$ cat config.mk
export PLATFORM = sky130hd
export DESIGN_NAME = stereo_fractional_resampler_flat
export DESIGN_NICKNAME = d
export VERILOG_FILES = /design/src/design/sfr_pkg.sv /design/src/design/sfr_if.sv /design/src/design/stereo_fractional_resampler.sv /design/src/design/sfr_mul.sv /design/src/flat_wrapper.sv
export SDC_FILE = /design/constraint.sdc
export NUM_CORES = 2
export LEC_CHECK = 0
export BUFFER_PORTS_ARGS = -buffer_cell sky130_fd_sc_hd__buf_2
export CELL_PAD_IN_SITES_DETAIL_PLACEMENT = 1
export CELL_PAD_IN_SITES_GLOBAL_PLACEMENT = 2
export CORE_MARGIN = 2
export CORE_UTILIZATION = 41
export DETAILED_ROUTE_END_ITERATION = 12
export GPL_ROUTABILITY_DRIVEN = 0
export PLACE_DENSITY = 0.8
export SYNTH_ARGS = -nofsm -noshare
export SYNTH_HDL_FRONTEND = slang
export SYNTH_SLANG_ARGS = --single-unit
$ cat constraint.sdc
create_clock -name i_clk -period 14.55 [get_ports i_clk]
set_input_delay 4.365 -clock i_clk [delete_from_list [all_inputs] [get_ports i_clk]]
set_output_delay 4.365 -clock i_clk [all_outputs]
set_load 0.05 [all_outputs]
$ cat src/design/sfr_pkg.sv
package sfr_pkg;

    // Sample and phase formats.
    localparam int SAMPLE_BITS     = 16;
    localparam int PHASE_FRAC_BITS = 16;
    localparam int MAX_RATIO       = 24;
    localparam int ONE_Q           = 2 ** PHASE_FRAC_BITS;
    localparam int MIN_STEP        = (ONE_Q + MAX_RATIO - 1) / MAX_RATIO;

    // Register and state widths.
    localparam int PHASE_W = PHASE_FRAC_BITS + 1;
    localparam int STEP_W  = 21;
    localparam int INV_W   = 17;
    localparam int REM_W   = STEP_W + 1;
    localparam int ACC_W   = 40;

    // Shared multiplier: the accumulator is split into a low unsigned part
    // and a high signed part so that each partial product fits the unit.
    localparam int ACC_SPLIT = 20;
    localparam int MUL_A_W   = ACC_W - ACC_SPLIT + 1;
    localparam int MUL_B_W   = PHASE_W + 1;
    localparam int MUL_P_W   = MUL_A_W + MUL_B_W;
    localparam int WIDE_W    = MUL_P_W + ACC_SPLIT;
    localparam int SAT_W     = WIDE_W - 2 * PHASE_FRAC_BITS;

    // Saturation bounds.
    localparam logic signed [SAT_W-1:0] SAT_HI = SAT_W'(2 ** (SAMPLE_BITS - 1) - 1);
    localparam logic signed [SAT_W-1:0] SAT_LO = -SAT_W'(2 ** (SAMPLE_BITS - 1));

    // Reset values of the configuration registers.
    localparam int STEP_RESET = 65536;
    localparam int INV_RESET  = 65536;

    // Configuration port.
    localparam int CFG_IDX_W  = 2;
    localparam int CFG_DATA_W = STEP_W;

    typedef enum logic [CFG_IDX_W-1:0] {
        CFG_DOWN_MODE  = 2'd0,
        CFG_PHASE_STEP = 2'd1,
        CFG_INV_STEP   = 2'd2
    } t_cfg_idx;

    // Input word kinds.
    localparam logic KIND_SAMPLE  = 1'b0;
    localparam logic KIND_RESTART = 1'b1;

endpackage

$ cat src/design/sfr_if.sv
// Input channel: one stereo pair or a restart per word.
interface sfr_in_if import sfr_pkg::*; ();
    logic                          valid;
    logic                          ready;
    logic                          kind;
    logic signed [SAMPLE_BITS-1:0] in_left;
    logic signed [SAMPLE_BITS-1:0] in_right;

    modport source (output valid, output kind, output in_left, output in_right,
                    input ready);
    modport sink   (input valid, input kind, input in_left, input in_right,
                    output ready);
endinterface

// Output channel: one resampled stereo pair per word.
interface sfr_out_if import sfr_pkg::*; ();
    logic                          valid;
    logic                          ready;
    logic signed [SAMPLE_BITS-1:0] out_left;
    logic signed [SAMPLE_BITS-1:0] out_right;
    logic                          last;

    modport source (output valid, output out_left, output out_right, output last,
                    input ready);
    modport sink   (input valid, input out_left, input out_right, input last,
                    output ready);
endinterface

// Configuration write channel.
interface sfr_cfg_if import sfr_pkg::*; ();
    logic                  valid;
    logic                  ready;
    logic [CFG_IDX_W-1:0]  index;
    logic [CFG_DATA_W-1:0] data;

    modport source (output valid, output index, output data, input ready);
    modport sink   (input valid, input index, input data, output ready);
endinterface

$ cat src/design/stereo_fractional_resampler.sv
// Stereo fractional resampler. Each input word carries a signed stereo pair or a restart;
// the block accepts one word at a time and drops ready until that word's work is done.
// Every product goes through one shared 21x18 multiplier. A restart or a priming pair in
// up mode needs no multiplier pass. In up mode each output pair takes one pass per channel.
// In down mode each window segment takes one pass per channel, and each emitted pair takes
// a low and a high pass per channel over the split accumulators. In up mode a pair yields
// 1 to 24 output pairs. A full output register stalls the sequence until it is free.
// Configuration writes are taken at any time.
module stereo_fractional_resampler import sfr_pkg::*; (
    input  logic      i_clk,
    input  logic      i_rst_n,
    sfr_in_if.sink    i_in,
    sfr_out_if.source o_out,
    sfr_cfg_if.sink   i_cfg
);

    typedef enum logic [3:0] {
        ST_IDLE,
        ST_UP_L,
        ST_UP_R,
        ST_UP_OUT,
        ST_DN_SEG,
        ST_DN_ACCL,
        ST_DN_ACCR,
        ST_EM_LLO,
        ST_EM_LHI,
        ST_EM_RLO,
        ST_EM_RHI,
        ST_EM_RFIN,
        ST_EM_OUT
    } t_state;

    t_state r_state;

    // Configuration registers.
    logic              r_down_mode;
    logic [STEP_W-1:0] r_phase_step;
    logic [INV_W-1:0]  r_inv_step;

    // Resampler state.
    logic [PHASE_W-1:0]            r_phase;
    logic                          r_primed;
    logic signed [SAMPLE_BITS-1:0] r_prev_l;
    logic signed [SAMPLE_BITS-1:0] r_prev_r;
    logic signed [ACC_W-1:0]       r_acc_l;
    logic signed [ACC_W-1:0]       r_acc_r;
    logic [REM_W-1:0]              r_remaining;

    // Working registers.
    logic signed [SAMPLE_BITS-1:0] r_cur_l;
    logic signed [SAMPLE_BITS-1:0] r_cur_r;
    logic [PHASE_W-1:0]            r_avail;
    logic [PHASE_W-1:0]            r_take;
    logic signed [WIDE_W-1:0]      r_wide;
    logic signed [SAMPLE_BITS-1:0] r_res_l;

    // Output register.
    logic                          r_out_valid;
    logic signed [SAMPLE_BITS-1:0] r_out_l;
    logic signed [SAMPLE_BITS-1:0] r_out_r;
    logic                          r_out_last;

    // Shared multiplier port.
    logic                      mul_en;
    logic signed [MUL_A_W-1:0] mul_a;
    logic signed [MUL_B_W-1:0] mul_b;
    logic signed [MUL_P_W-1:0] mul_p;

    logic [STEP_W-1:0]             eff_step;
    logic signed [SAMPLE_BITS:0]   diff_l;
    logic signed [SAMPLE_BITS:0]   diff_r;
    logic [REM_W-1:0]              rem_eff;
    logic [PHASE_W-1:0]            take;
    logic signed [SAMPLE_BITS-1:0] up_prev;
    logic signed [MUL_P_W-1:0]     up_sum;
    logic signed [SAMPLE_BITS-1:0] up_res;
    logic signed [SAMPLE_BITS-1:0] dn_res;
    logic [REM_W-1:0]              ph_sum;
    logic [REM_W-1:0]              ph_wrap;
    logic                          up_done;
    logic [PHASE_W-1:0]            n_phase;
    logic                          slot_free;
    logic                          in_fire;

    // Clamp a wide signed value to the sample range.
    function automatic logic signed [SAMPLE_BITS-1:0] sat_sample(
        input logic signed [SAT_W-1:0] v
    );
        logic signed [SAT_W-1:0] c;
        if (v > SAT_HI) begin
            c = SAT_HI;
        end else if (v < SAT_LO) begin
            c = SAT_LO;
        end else begin
            c = v;
        end
        return c[SAMPLE_BITS-1:0];
    endfunction

    // Divide by one in Q16, rounding toward zero.
    function automatic logic signed [SAT_W-1:0] trunc_q1(
        input logic signed [MUL_P_W-1:0] v
    );
        logic signed [MUL_P_W-1:0] adj;
        adj = v + (v[MUL_P_W-1] ?
              {{(MUL_P_W - PHASE_FRAC_BITS){1'b0}}, {PHASE_FRAC_BITS{1'b1}}} :
              {MUL_P_W{1'b0}});
        return SAT_W'(adj >>> PHASE_FRAC_BITS);
    endfunction

    // Divide by one squared in Q16, rounding toward zero.
    function automatic logic signed [SAT_W-1:0] trunc_q2(
        input logic signed [WIDE_W-1:0] v
    );
        logic signed [WIDE_W-1:0] adj;
        adj = v + (v[WIDE_W-1] ?
              {{SAT_W{1'b0}}, {(2 * PHASE_FRAC_BITS){1'b1}}} :
              {WIDE_W{1'b0}});
        return SAT_W'(adj >>> (2 * PHASE_FRAC_BITS));
    endfunction

    // Steps below the smallest supported ratio are raised to it.
    assign eff_step = (r_phase_step < STEP_W'(MIN_STEP)) ? STEP_W'(MIN_STEP) : r_phase_step;

    // Interpolation uses prev + (cur - prev) * phase, one product per channel.
    assign diff_l = (SAMPLE_BITS + 1)'(r_cur_l) - (SAMPLE_BITS + 1)'(r_prev_l);
    assign diff_r = (SAMPLE_BITS + 1)'(r_cur_r) - (SAMPLE_BITS + 1)'(r_prev_r);

    // Window bookkeeping for one segment of a down-mode sample.
    assign rem_eff = (r_remaining == '0) ? REM_W'(eff_step) : r_remaining;
    assign take    = (REM_W'(r_avail) < rem_eff) ? r_avail : rem_eff[PHASE_W-1:0];

    // Operand selection for the shared multiplier.
    always_comb begin
        mul_en = 1'b1;
        mul_a  = '0;
        mul_b  = '0;
        unique case (r_state)
            ST_UP_L: begin
                mul_a = MUL_A_W'(diff_l);
                mul_b = $signed({1'b0, r_phase});
            end
            ST_UP_R: begin
                mul_a = MUL_A_W'(diff_r);
                mul_b = $signed({1'b0, r_phase});
            end
            ST_DN_SEG: begin
                mul_a = MUL_A_W'(r_cur_l);
                mul_b = $signed({1'b0, take});
            end
            ST_DN_ACCL: begin
                mul_a = MUL_A_W'(r_cur_r);
                mul_b = $signed({1'b0, r_take});
            end
            ST_EM_LLO: begin
                mul_a = $signed({1'b0, r_acc_l[ACC_SPLIT-1:0]});
                mul_b = $signed({1'b0, r_inv_step});
            end
            ST_EM_LHI: begin
                mul_a = MUL_A_W'($signed(r_acc_l[ACC_W-1:ACC_SPLIT]));
                mul_b = $signed({1'b0, r_inv_step});
            end
            ST_EM_RLO: begin
                mul_a = $signed({1'b0, r_acc_r[ACC_SPLIT-1:0]});
                mul_b = $signed({1'b0, r_inv_step});
            end
            ST_EM_RHI: begin
                mul_a = MUL_A_W'($signed(r_acc_r[ACC_W-1:ACC_SPLIT]));
                mul_b = $signed({1'b0, r_inv_step});
            end
            default: begin
                mul_en = 1'b0;
            end
        endcase
    end

    sfr_mul u_mul (
        .i_clk (i_clk),
        .i_en  (mul_en),
        .i_a   (mul_a),
        .i_b   (mul_b),
        .o_p   (mul_p)
    );

    // Result arithmetic for both modes.
    assign up_prev = (r_state == ST_UP_R) ? r_prev_l : r_prev_r;
    assign up_sum  = (MUL_P_W'(up_prev) <<< PHASE_FRAC_BITS) + mul_p;
    assign up_res  = sat_sample(trunc_q1(up_sum));
    assign dn_res  = sat_sample(trunc_q2(r_wide));

    // Phase advance after each interpolated pair.
    assign ph_sum  = REM_W'(r_phase) + REM_W'(eff_step);
    assign ph_wrap = ph_sum - REM_W'(ONE_Q);
    assign up_done = ph_sum > REM_W'(ONE_Q);
    always_comb begin
        if (!up_done) begin
            n_phase = ph_sum[PHASE_W-1:0];
        end else if (ph_wrap > REM_W'(ONE_Q)) begin
            n_phase = PHASE_W'(ONE_Q);
        end else begin
            n_phase = ph_wrap[PHASE_W-1:0];
        end
    end

    assign slot_free = !r_out_valid || o_out.ready;
    assign in_fire   = i_in.valid && (r_state == ST_IDLE);

    // Sequencer, state and output register.
    always_ff @(posedge i_clk) begin
        if (!i_rst_n) begin
            r_state      <= ST_IDLE;
            r_down_mode  <= 1'b0;
            r_phase_step <= STEP_W'(STEP_RESET);
            r_inv_step   <= INV_W'(INV_RESET);
            r_phase      <= '0;
            r_primed     <= 1'b0;
            r_prev_l     <= '0;
            r_prev_r     <= '0;
            r_acc_l      <= '0;
            r_acc_r      <= '0;
            r_remaining  <= REM_W'(STEP_RESET);
            r_out_valid  <= 1'b0;
        end else begin
            // Configuration writes.
            if (i_cfg.valid) begin
                unique case (i_cfg.index)
                    CFG_DOWN_MODE:  r_down_mode  <= i_cfg.data[0];
                    CFG_PHASE_STEP: r_phase_step <= i_cfg.data[STEP_W-1:0];
                    CFG_INV_STEP:   r_inv_step   <= i_cfg.data[INV_W-1:0];
                    default: begin
                    end
                endcase
            end

            if (o_out.ready) begin
                r_out_valid <= 1'b0;
            end

            unique case (r_state)
                ST_IDLE: begin
                    if (in_fire) begin
                        r_cur_l <= i_in.in_left;
                        r_cur_r <= i_in.in_right;
                        if (i_in.kind == KIND_RESTART) begin
                            r_phase     <= '0;
                            r_primed    <= 1'b0;
                            r_prev_l    <= '0;
                            r_prev_r    <= '0;
                            r_acc_l     <= '0;
                            r_acc_r     <= '0;
                            r_remaining <= REM_W'(eff_step);
                        end else if (r_down_mode) begin
                            r_avail <= PHASE_W'(ONE_Q);
                            r_phase <= '0;
                            r_state <= ST_DN_SEG;
                        end else if (!r_primed) begin
                            r_prev_l <= i_in.in_left;
                            r_prev_r <= i_in.in_right;
                            r_primed <= 1'b1;
                        end else begin
                            r_state <= ST_UP_L;
                        end
                    end
                end
                ST_UP_L: begin
                    r_state <= ST_UP_R;
                end
                ST_UP_R: begin
                    r_res_l <= up_res;
                    r_state <= ST_UP_OUT;
                end
                ST_UP_OUT: begin
                    if (slot_free) begin
                        r_out_valid <= 1'b1;
                        r_out_l     <= r_res_l;
                        r_out_r     <= up_res;
                        r_out_last  <= up_done;
                        r_phase     <= n_phase;
                        if (up_done) begin
                            r_prev_l <= r_cur_l;
                            r_prev_r <= r_cur_r;
                            r_state  <= ST_IDLE;
                        end else begin
                            r_state <= ST_UP_L;
                        end
                    end
                end
                ST_DN_SEG: begin
                    r_take      <= take;
                    r_avail     <= r_avail - take;
                    r_remaining <= rem_eff - REM_W'(take);
                    r_state     <= ST_DN_ACCL;
                end
                ST_DN_ACCL: begin
                    r_acc_l <= r_acc_l + ACC_W'(mul_p);
                    r_state <= ST_DN_ACCR;
                end
                ST_DN_ACCR: begin
                    r_acc_r <= r_acc_r + ACC_W'(mul_p);
                    if (r_remaining == '0) begin
                        r_state <= ST_EM_LLO;
                    end else if (r_avail == '0) begin
                        r_state <= ST_IDLE;
                    end else begin
                        r_state <= ST_DN_SEG;
                    end
                end
                ST_EM_LLO: begin
                    r_state <= ST_EM_LHI;
                end
                ST_EM_LHI: begin
                    r_wide  <= WIDE_W'(mul_p);
                    r_state <= ST_EM_RLO;
                end
                ST_EM_RLO: begin
                    r_wide  <= r_wide + (WIDE_W'(mul_p) <<< ACC_SPLIT);
                    r_state <= ST_EM_RHI;
                end
                ST_EM_RHI: begin
                    r_res_l <= dn_res;
                    r_wide  <= WIDE_W'(mul_p);
                    r_state <= ST_EM_RFIN;
                end
                ST_EM_RFIN: begin
                    r_wide  <= r_wide + (WIDE_W'(mul_p) <<< ACC_SPLIT);
                    r_state <= ST_EM_OUT;
                end
                ST_EM_OUT: begin
                    if (slot_free) begin
                        // No further window closes in this sample once less than
                        // a full step of it is left.
                        r_out_valid <= 1'b1;
                        r_out_l     <= r_res_l;
                        r_out_r     <= dn_res;
                        r_out_last  <= STEP_W'(r_avail) < eff_step;
                        r_acc_l     <= '0;
                        r_acc_r     <= '0;
                        r_remaining <= REM_W'(eff_step);
                        r_state     <= (r_avail == '0) ? ST_IDLE : ST_DN_SEG;
                    end
                end
                default: begin
                    r_state <= ST_IDLE;
                end
            endcase
        end
    end

    assign i_in.ready      = (r_state == ST_IDLE);
    assign i_cfg.ready     = 1'b1;
    assign o_out.valid     = r_out_valid;
    assign o_out.out_left  = r_out_l;
    assign o_out.out_right = r_out_r;
    assign o_out.last      = r_out_last;

endmodule

$ cat src/design/sfr_mul.sv
// Shared signed multiplier with a registered product.
module sfr_mul import sfr_pkg::*; (
    input  logic                      i_clk,
    input  logic                      i_en,
    input  logic signed [MUL_A_W-1:0] i_a,
    input  logic signed [MUL_B_W-1:0] i_b,
    output logic signed [MUL_P_W-1:0] o_p
);

    logic signed [MUL_P_W-1:0] r_p;

    // The product is captured only when a new operand pair is issued.
    always_ff @(posedge i_clk) begin
        if (i_en) begin
            r_p <= i_a * i_b;
        end
    end

    assign o_p = r_p;

endmodule

$ cat src/flat_wrapper.sv
// flat-port wrapper written by rule: the top's interface ports become plain ports
module stereo_fractional_resampler_flat import sfr_pkg::*;
  (i_clk, i_rst_n, i_in_valid, i_in_kind, i_in_in_left, i_in_in_right, i_in_ready, o_out_valid, o_out_out_left, o_out_out_right, o_out_last, o_out_ready, i_cfg_valid, i_cfg_index, i_cfg_data, i_cfg_ready);
  sfr_in_if i_in_i ();
  sfr_out_if o_out_i ();
  sfr_cfg_if i_cfg_i ();
  input  logic i_clk;
  input  logic i_rst_n;
  input wire logic [$bits(i_in_i.valid)-1:0] i_in_valid;
  input wire logic [$bits(i_in_i.kind)-1:0] i_in_kind;
  input wire logic [$bits(i_in_i.in_left)-1:0] i_in_in_left;
  input wire logic [$bits(i_in_i.in_right)-1:0] i_in_in_right;
  output wire logic [$bits(i_in_i.ready)-1:0] i_in_ready;
  output wire logic [$bits(o_out_i.valid)-1:0] o_out_valid;
  output wire logic [$bits(o_out_i.out_left)-1:0] o_out_out_left;
  output wire logic [$bits(o_out_i.out_right)-1:0] o_out_out_right;
  output wire logic [$bits(o_out_i.last)-1:0] o_out_last;
  input wire logic [$bits(o_out_i.ready)-1:0] o_out_ready;
  input wire logic [$bits(i_cfg_i.valid)-1:0] i_cfg_valid;
  input wire logic [$bits(i_cfg_i.index)-1:0] i_cfg_index;
  input wire logic [$bits(i_cfg_i.data)-1:0] i_cfg_data;
  output wire logic [$bits(i_cfg_i.ready)-1:0] i_cfg_ready;
  assign i_in_i.valid = i_in_valid;
  assign i_in_i.kind = i_in_kind;
  assign i_in_i.in_left = i_in_in_left;
  assign i_in_i.in_right = i_in_in_right;
  assign i_in_ready = i_in_i.ready;
  assign o_out_valid = o_out_i.valid;
  assign o_out_out_left = o_out_i.out_left;
  assign o_out_out_right = o_out_i.out_right;
  assign o_out_last = o_out_i.last;
  assign o_out_i.ready = o_out_ready;
  assign i_cfg_i.valid = i_cfg_valid;
  assign i_cfg_i.index = i_cfg_index;
  assign i_cfg_i.data = i_cfg_data;
  assign i_cfg_ready = i_cfg_i.ready;
  stereo_fractional_resampler u_core (.i_clk(i_clk), .i_rst_n(i_rst_n), .i_in(i_in_i), .o_out(o_out_i), .i_cfg(i_cfg_i));
endmodule
==> reports/metrics.cfg <==
[run_status]
status = finished clean

[power_and_ir_drop]
vdd_drop_max_mv = 0.07498
p_leak_nw = 21.43
power_density_nw_per_um2 = 103.2

[critical_path]
reg2reg_to = u_core.u_mul.o_p[38]
required_ns = 14.95
r2r-start = u_core.r_remaining[17]
cp-end-kind = register
crit_start = u_core.r_remaining[17]
crit_top_cell = fa_1
path_buf_inv = 7
path_delay_family = adder cells
start_kind = register
reg2regPathDepth = 42
crit_fanout = 24
reg2reg_slack_ns = 1.96
path_class = reg -> reg
worstPathArrival_ns = 12.99
cpMaxStageDelayCell = nor4_1
cp_slowest_stage_delay_ns = 0.72

[placement]
place_hpwl_um = 134400
port_buffers = 95
dp_slack_ns = 2.046

[floorplan]
start_util = 0.4126
die_w_um = 331.8
io_pins = 97
dieArea_um2 = 110100
coreArea_um2 = 106800
die_h_um = 331.8
rows = 120

[sta]
tightest_slew_ns = 1.222
hold_viol_final = 0
timing.final.crit_share = 0.8652
drv_slew = 0
rsz0062_at_grt = no
max_clock_freq_ghz = 0.07944
setup_viol = 0
finalSetupTns_ns = 0
setup_ws_ns = 1.961
slew_headroom = 0.1855
skew_ns = 0.03227
finalCriticalPeriod_ns = 12.59

[synth]
yosysWarnings = 0
ys_seq_area_frac = 0.2343
ys.flop_type = edfxtp_1
netlist_area_um2 = 44040
synth_fp_nets = 5935
synth.top_cells.by_area = fa_1 (17%), edfxtp_1 (15%), ha_1 (11%)
ys_async_sr_fraction = 0
synth_top_area_share = 0.1659
ys_ff_latch = 409
synth_edf_count = 213
synth_area_leader_cell = fa_1
synth_cells = 5122
synth.avg_cell_area_um2 = 8.599
synthDistinctLibCells = 107

[drt]
wirelength_um = 168100
route.detailed.drc = 0
vias = 38880
first_iter_violations = 3009
dr.pass1.iters = 7
wl_per_cell_um = 25.57
via_per_inst = 5.916
ant_nets = 0

[worst_hold_path]
timing.hold.worst_path_depth = 0
hp-start = u_core.r_res_l[1]
min_path_type = reg -> reg
min_to = u_core.o_out.out_left[1]

[global_route]
grt_antenna_before_repair = 17
grt_util_all_layers = 0.3021
grt_pass1_wl_um = 253800
overflow = 0
grt_pass1_vias = 40336
grt_max_degree = 120

[cells_and_area]
syn_to_final_growth_pct = 8.733
drive_gt1_frac = 0.07028
fill_cells = 12543
multiInputGateArea_um2 = 30660
register_area_um2 = 10320
fin_util = 0.4486
finalNetCount = 5935

[clock_tree]
root_buffer = clkbuf_16
postCtsSetupBuffers = 0
cts.sink_count = 409
ctsResizeCount = 0
cts-htree-levels = 2
path_clk_slew_ns = 0.06
hold_buffers = 0
clk_latency_ns = 0.66
cts-buffers-inserted = 52
clock_path_buffers = 3
cts_tree = built

[run]
maxCapViolCount = 0

## registers in the layout (all words and copies together) (netlist names), 21 cells and up
register / cells
u_core.r_acc_l: 40
u_core.r_acc_r: 40
u_core.r_phase_step: 21
u_core.r_remaining: 22
u_core.r_wide: 59
u_core.u_mul.o_p: 39
## through the flow
stage          area (um^2)  std cells  hold WS, ns  total power [mW]
2_1_floorplan        44040       5122       0.4003             2.815
3_3_place_gp         46080       6471       0.4005             3.496
3_5_place_dp         46080       6471       0.4052             3.528
4_1_cts              47880       6568       0.4199             4.934
5_1_grt              47880       6569       0.4302             5.195
6_report             47890       6572       0.4190             4.941
## where the power goes
group | switching (mW) | total, mW | leakage, nW | internal (mW)
registers | 0.141 | 1.47 | 3.55 | 1.33
clock network | 0.588 | 1.39 | 0.883 | 0.801
logic | 1.36 | 2.08 | 17.0 | 0.722
total | 2.09 | 4.94 | 21.4 | 2.85
## routing by layer
metal | track usage | wire length (um) | vias up
li1 | - | - | 17793
met1 | 0.4178 | 76660 | 19717
met2 | 0.4846 | 75370 | 1117
met3 | 0.04589 | 10310 | 253
met4 | 0.09570 | 5717 | 0
met5 | 0 | 0 | -
## cell usage in the layout, fill, tap and decap left out, types with 16 or more instances in the layout
cell	n
a211oi_1	64
a211o_1	22
nor2_1	470
a21o_1	142
edfxtp_1	213
a31oi_1	51
dfxtp_1	196
o31ai_1	16
buf_2	95
o21a_1	46
and2_1	61
ha_1	387
a22oi_1	126
nand3_1	95
buf_4	72
o21bai_1	39
fa_1	365
or3_1	27
o22a_1	25
xor2_1	79
inv_1	613
nand2_1	501
a221oi_1	17
nor3_1	59
o211ai_1	23
o21ai_0	220
clkbuf_16	56
and3_1	74
or2_2	22
a21oi_1	339
nor4_1	26
nand4_1	34
o21ai_1	21
nor2b_1	39
nand2b_1	43
xnor2_1	152
## cells by family after synthesis
kind of cell    after synthesis  synth area share
simple gates               1544            0.1636
compound gates             1330            0.2024
buf+inv                     836           0.07313
fa+ha+maj                   753            0.2761
flops                       409            0.2343
xor+xnor                    232           0.04645
mux                          17          0.003977
other cells                   1        0.00008515
## cells in the mapped netlist (14+ instances only)
cell type / n
a21oi_1: 340
nand3_1: 96
a21o_1: 142
xor2_1: 79
nand4_1: 34
a22oi_1: 126
nor2_1: 477
nor2b_1: 39
or2_2: 22
fa_1: 365
buf_2: 24
clkbuf_1: 159
a221oi_1: 17
nor3_1: 61
o21ai_1: 21
o21ai_0: 224
ha_1: 387
xnor2_1: 152
a31oi_1: 51
o21a_1: 46
dfxtp_1: 196
buf_1: 27
nand2_1: 503
and2_1: 61
a211oi_1: 67
inv_1: 613
nand3b_1: 14
o31ai_1: 16
a222oi_1: 14
or3_1: 27
and3_1: 74
nand2b_1: 43
o22a_1: 25
o22ai_1: 14
a211o_1: 22
o21bai_1: 39
nor4_1: 27
edfxtp_1: 213
o211ai_1: 23
## area by class of cell
class,instances,share of cell area
multi-input combinational,3877,0.6401
tap,1403,0.03666
timing repair buffer,168,0.02163
sequential,409,0.2155
clock inverter,33,0.006689
inverter,614,0.04823
antenna,4,0.0002090
clock buffer,64,0.03093
## worst register-to-register path, delay by kind of cell (launching register included)
family / cells / cell delay (ns)
xor+xnor: 1 / 0.08
simple gates: 11 / 3.59
flops: 1 / 0.37
fa+ha+maj: 8 / 3.66
compound gates: 15 / 3.60
buf+inv: 7 / 1.05
## worst max path at each step
| stage | endpoint | slack (ns) | cells after the start |
|---|---|---|---|
| after floorplan | u_core.u_mul.o_p[38] | 4.03 | 46 |
| after global placement | u_core.u_mul.o_p[38] | 2.30 | 42 |
| after detailed placement | u_core.u_mul.o_p[38] | 2.05 | 42 |
| after CTS | u_core.u_mul.o_p[38] | 2.00 | 42 |
| after global routing | u_core.u_mul.o_p[38] | 1.18 | 42 |
| final | u_core.u_mul.o_p[38] | 1.96 | 42 |
Note: power is estimated with default switching activity, not from simulation.
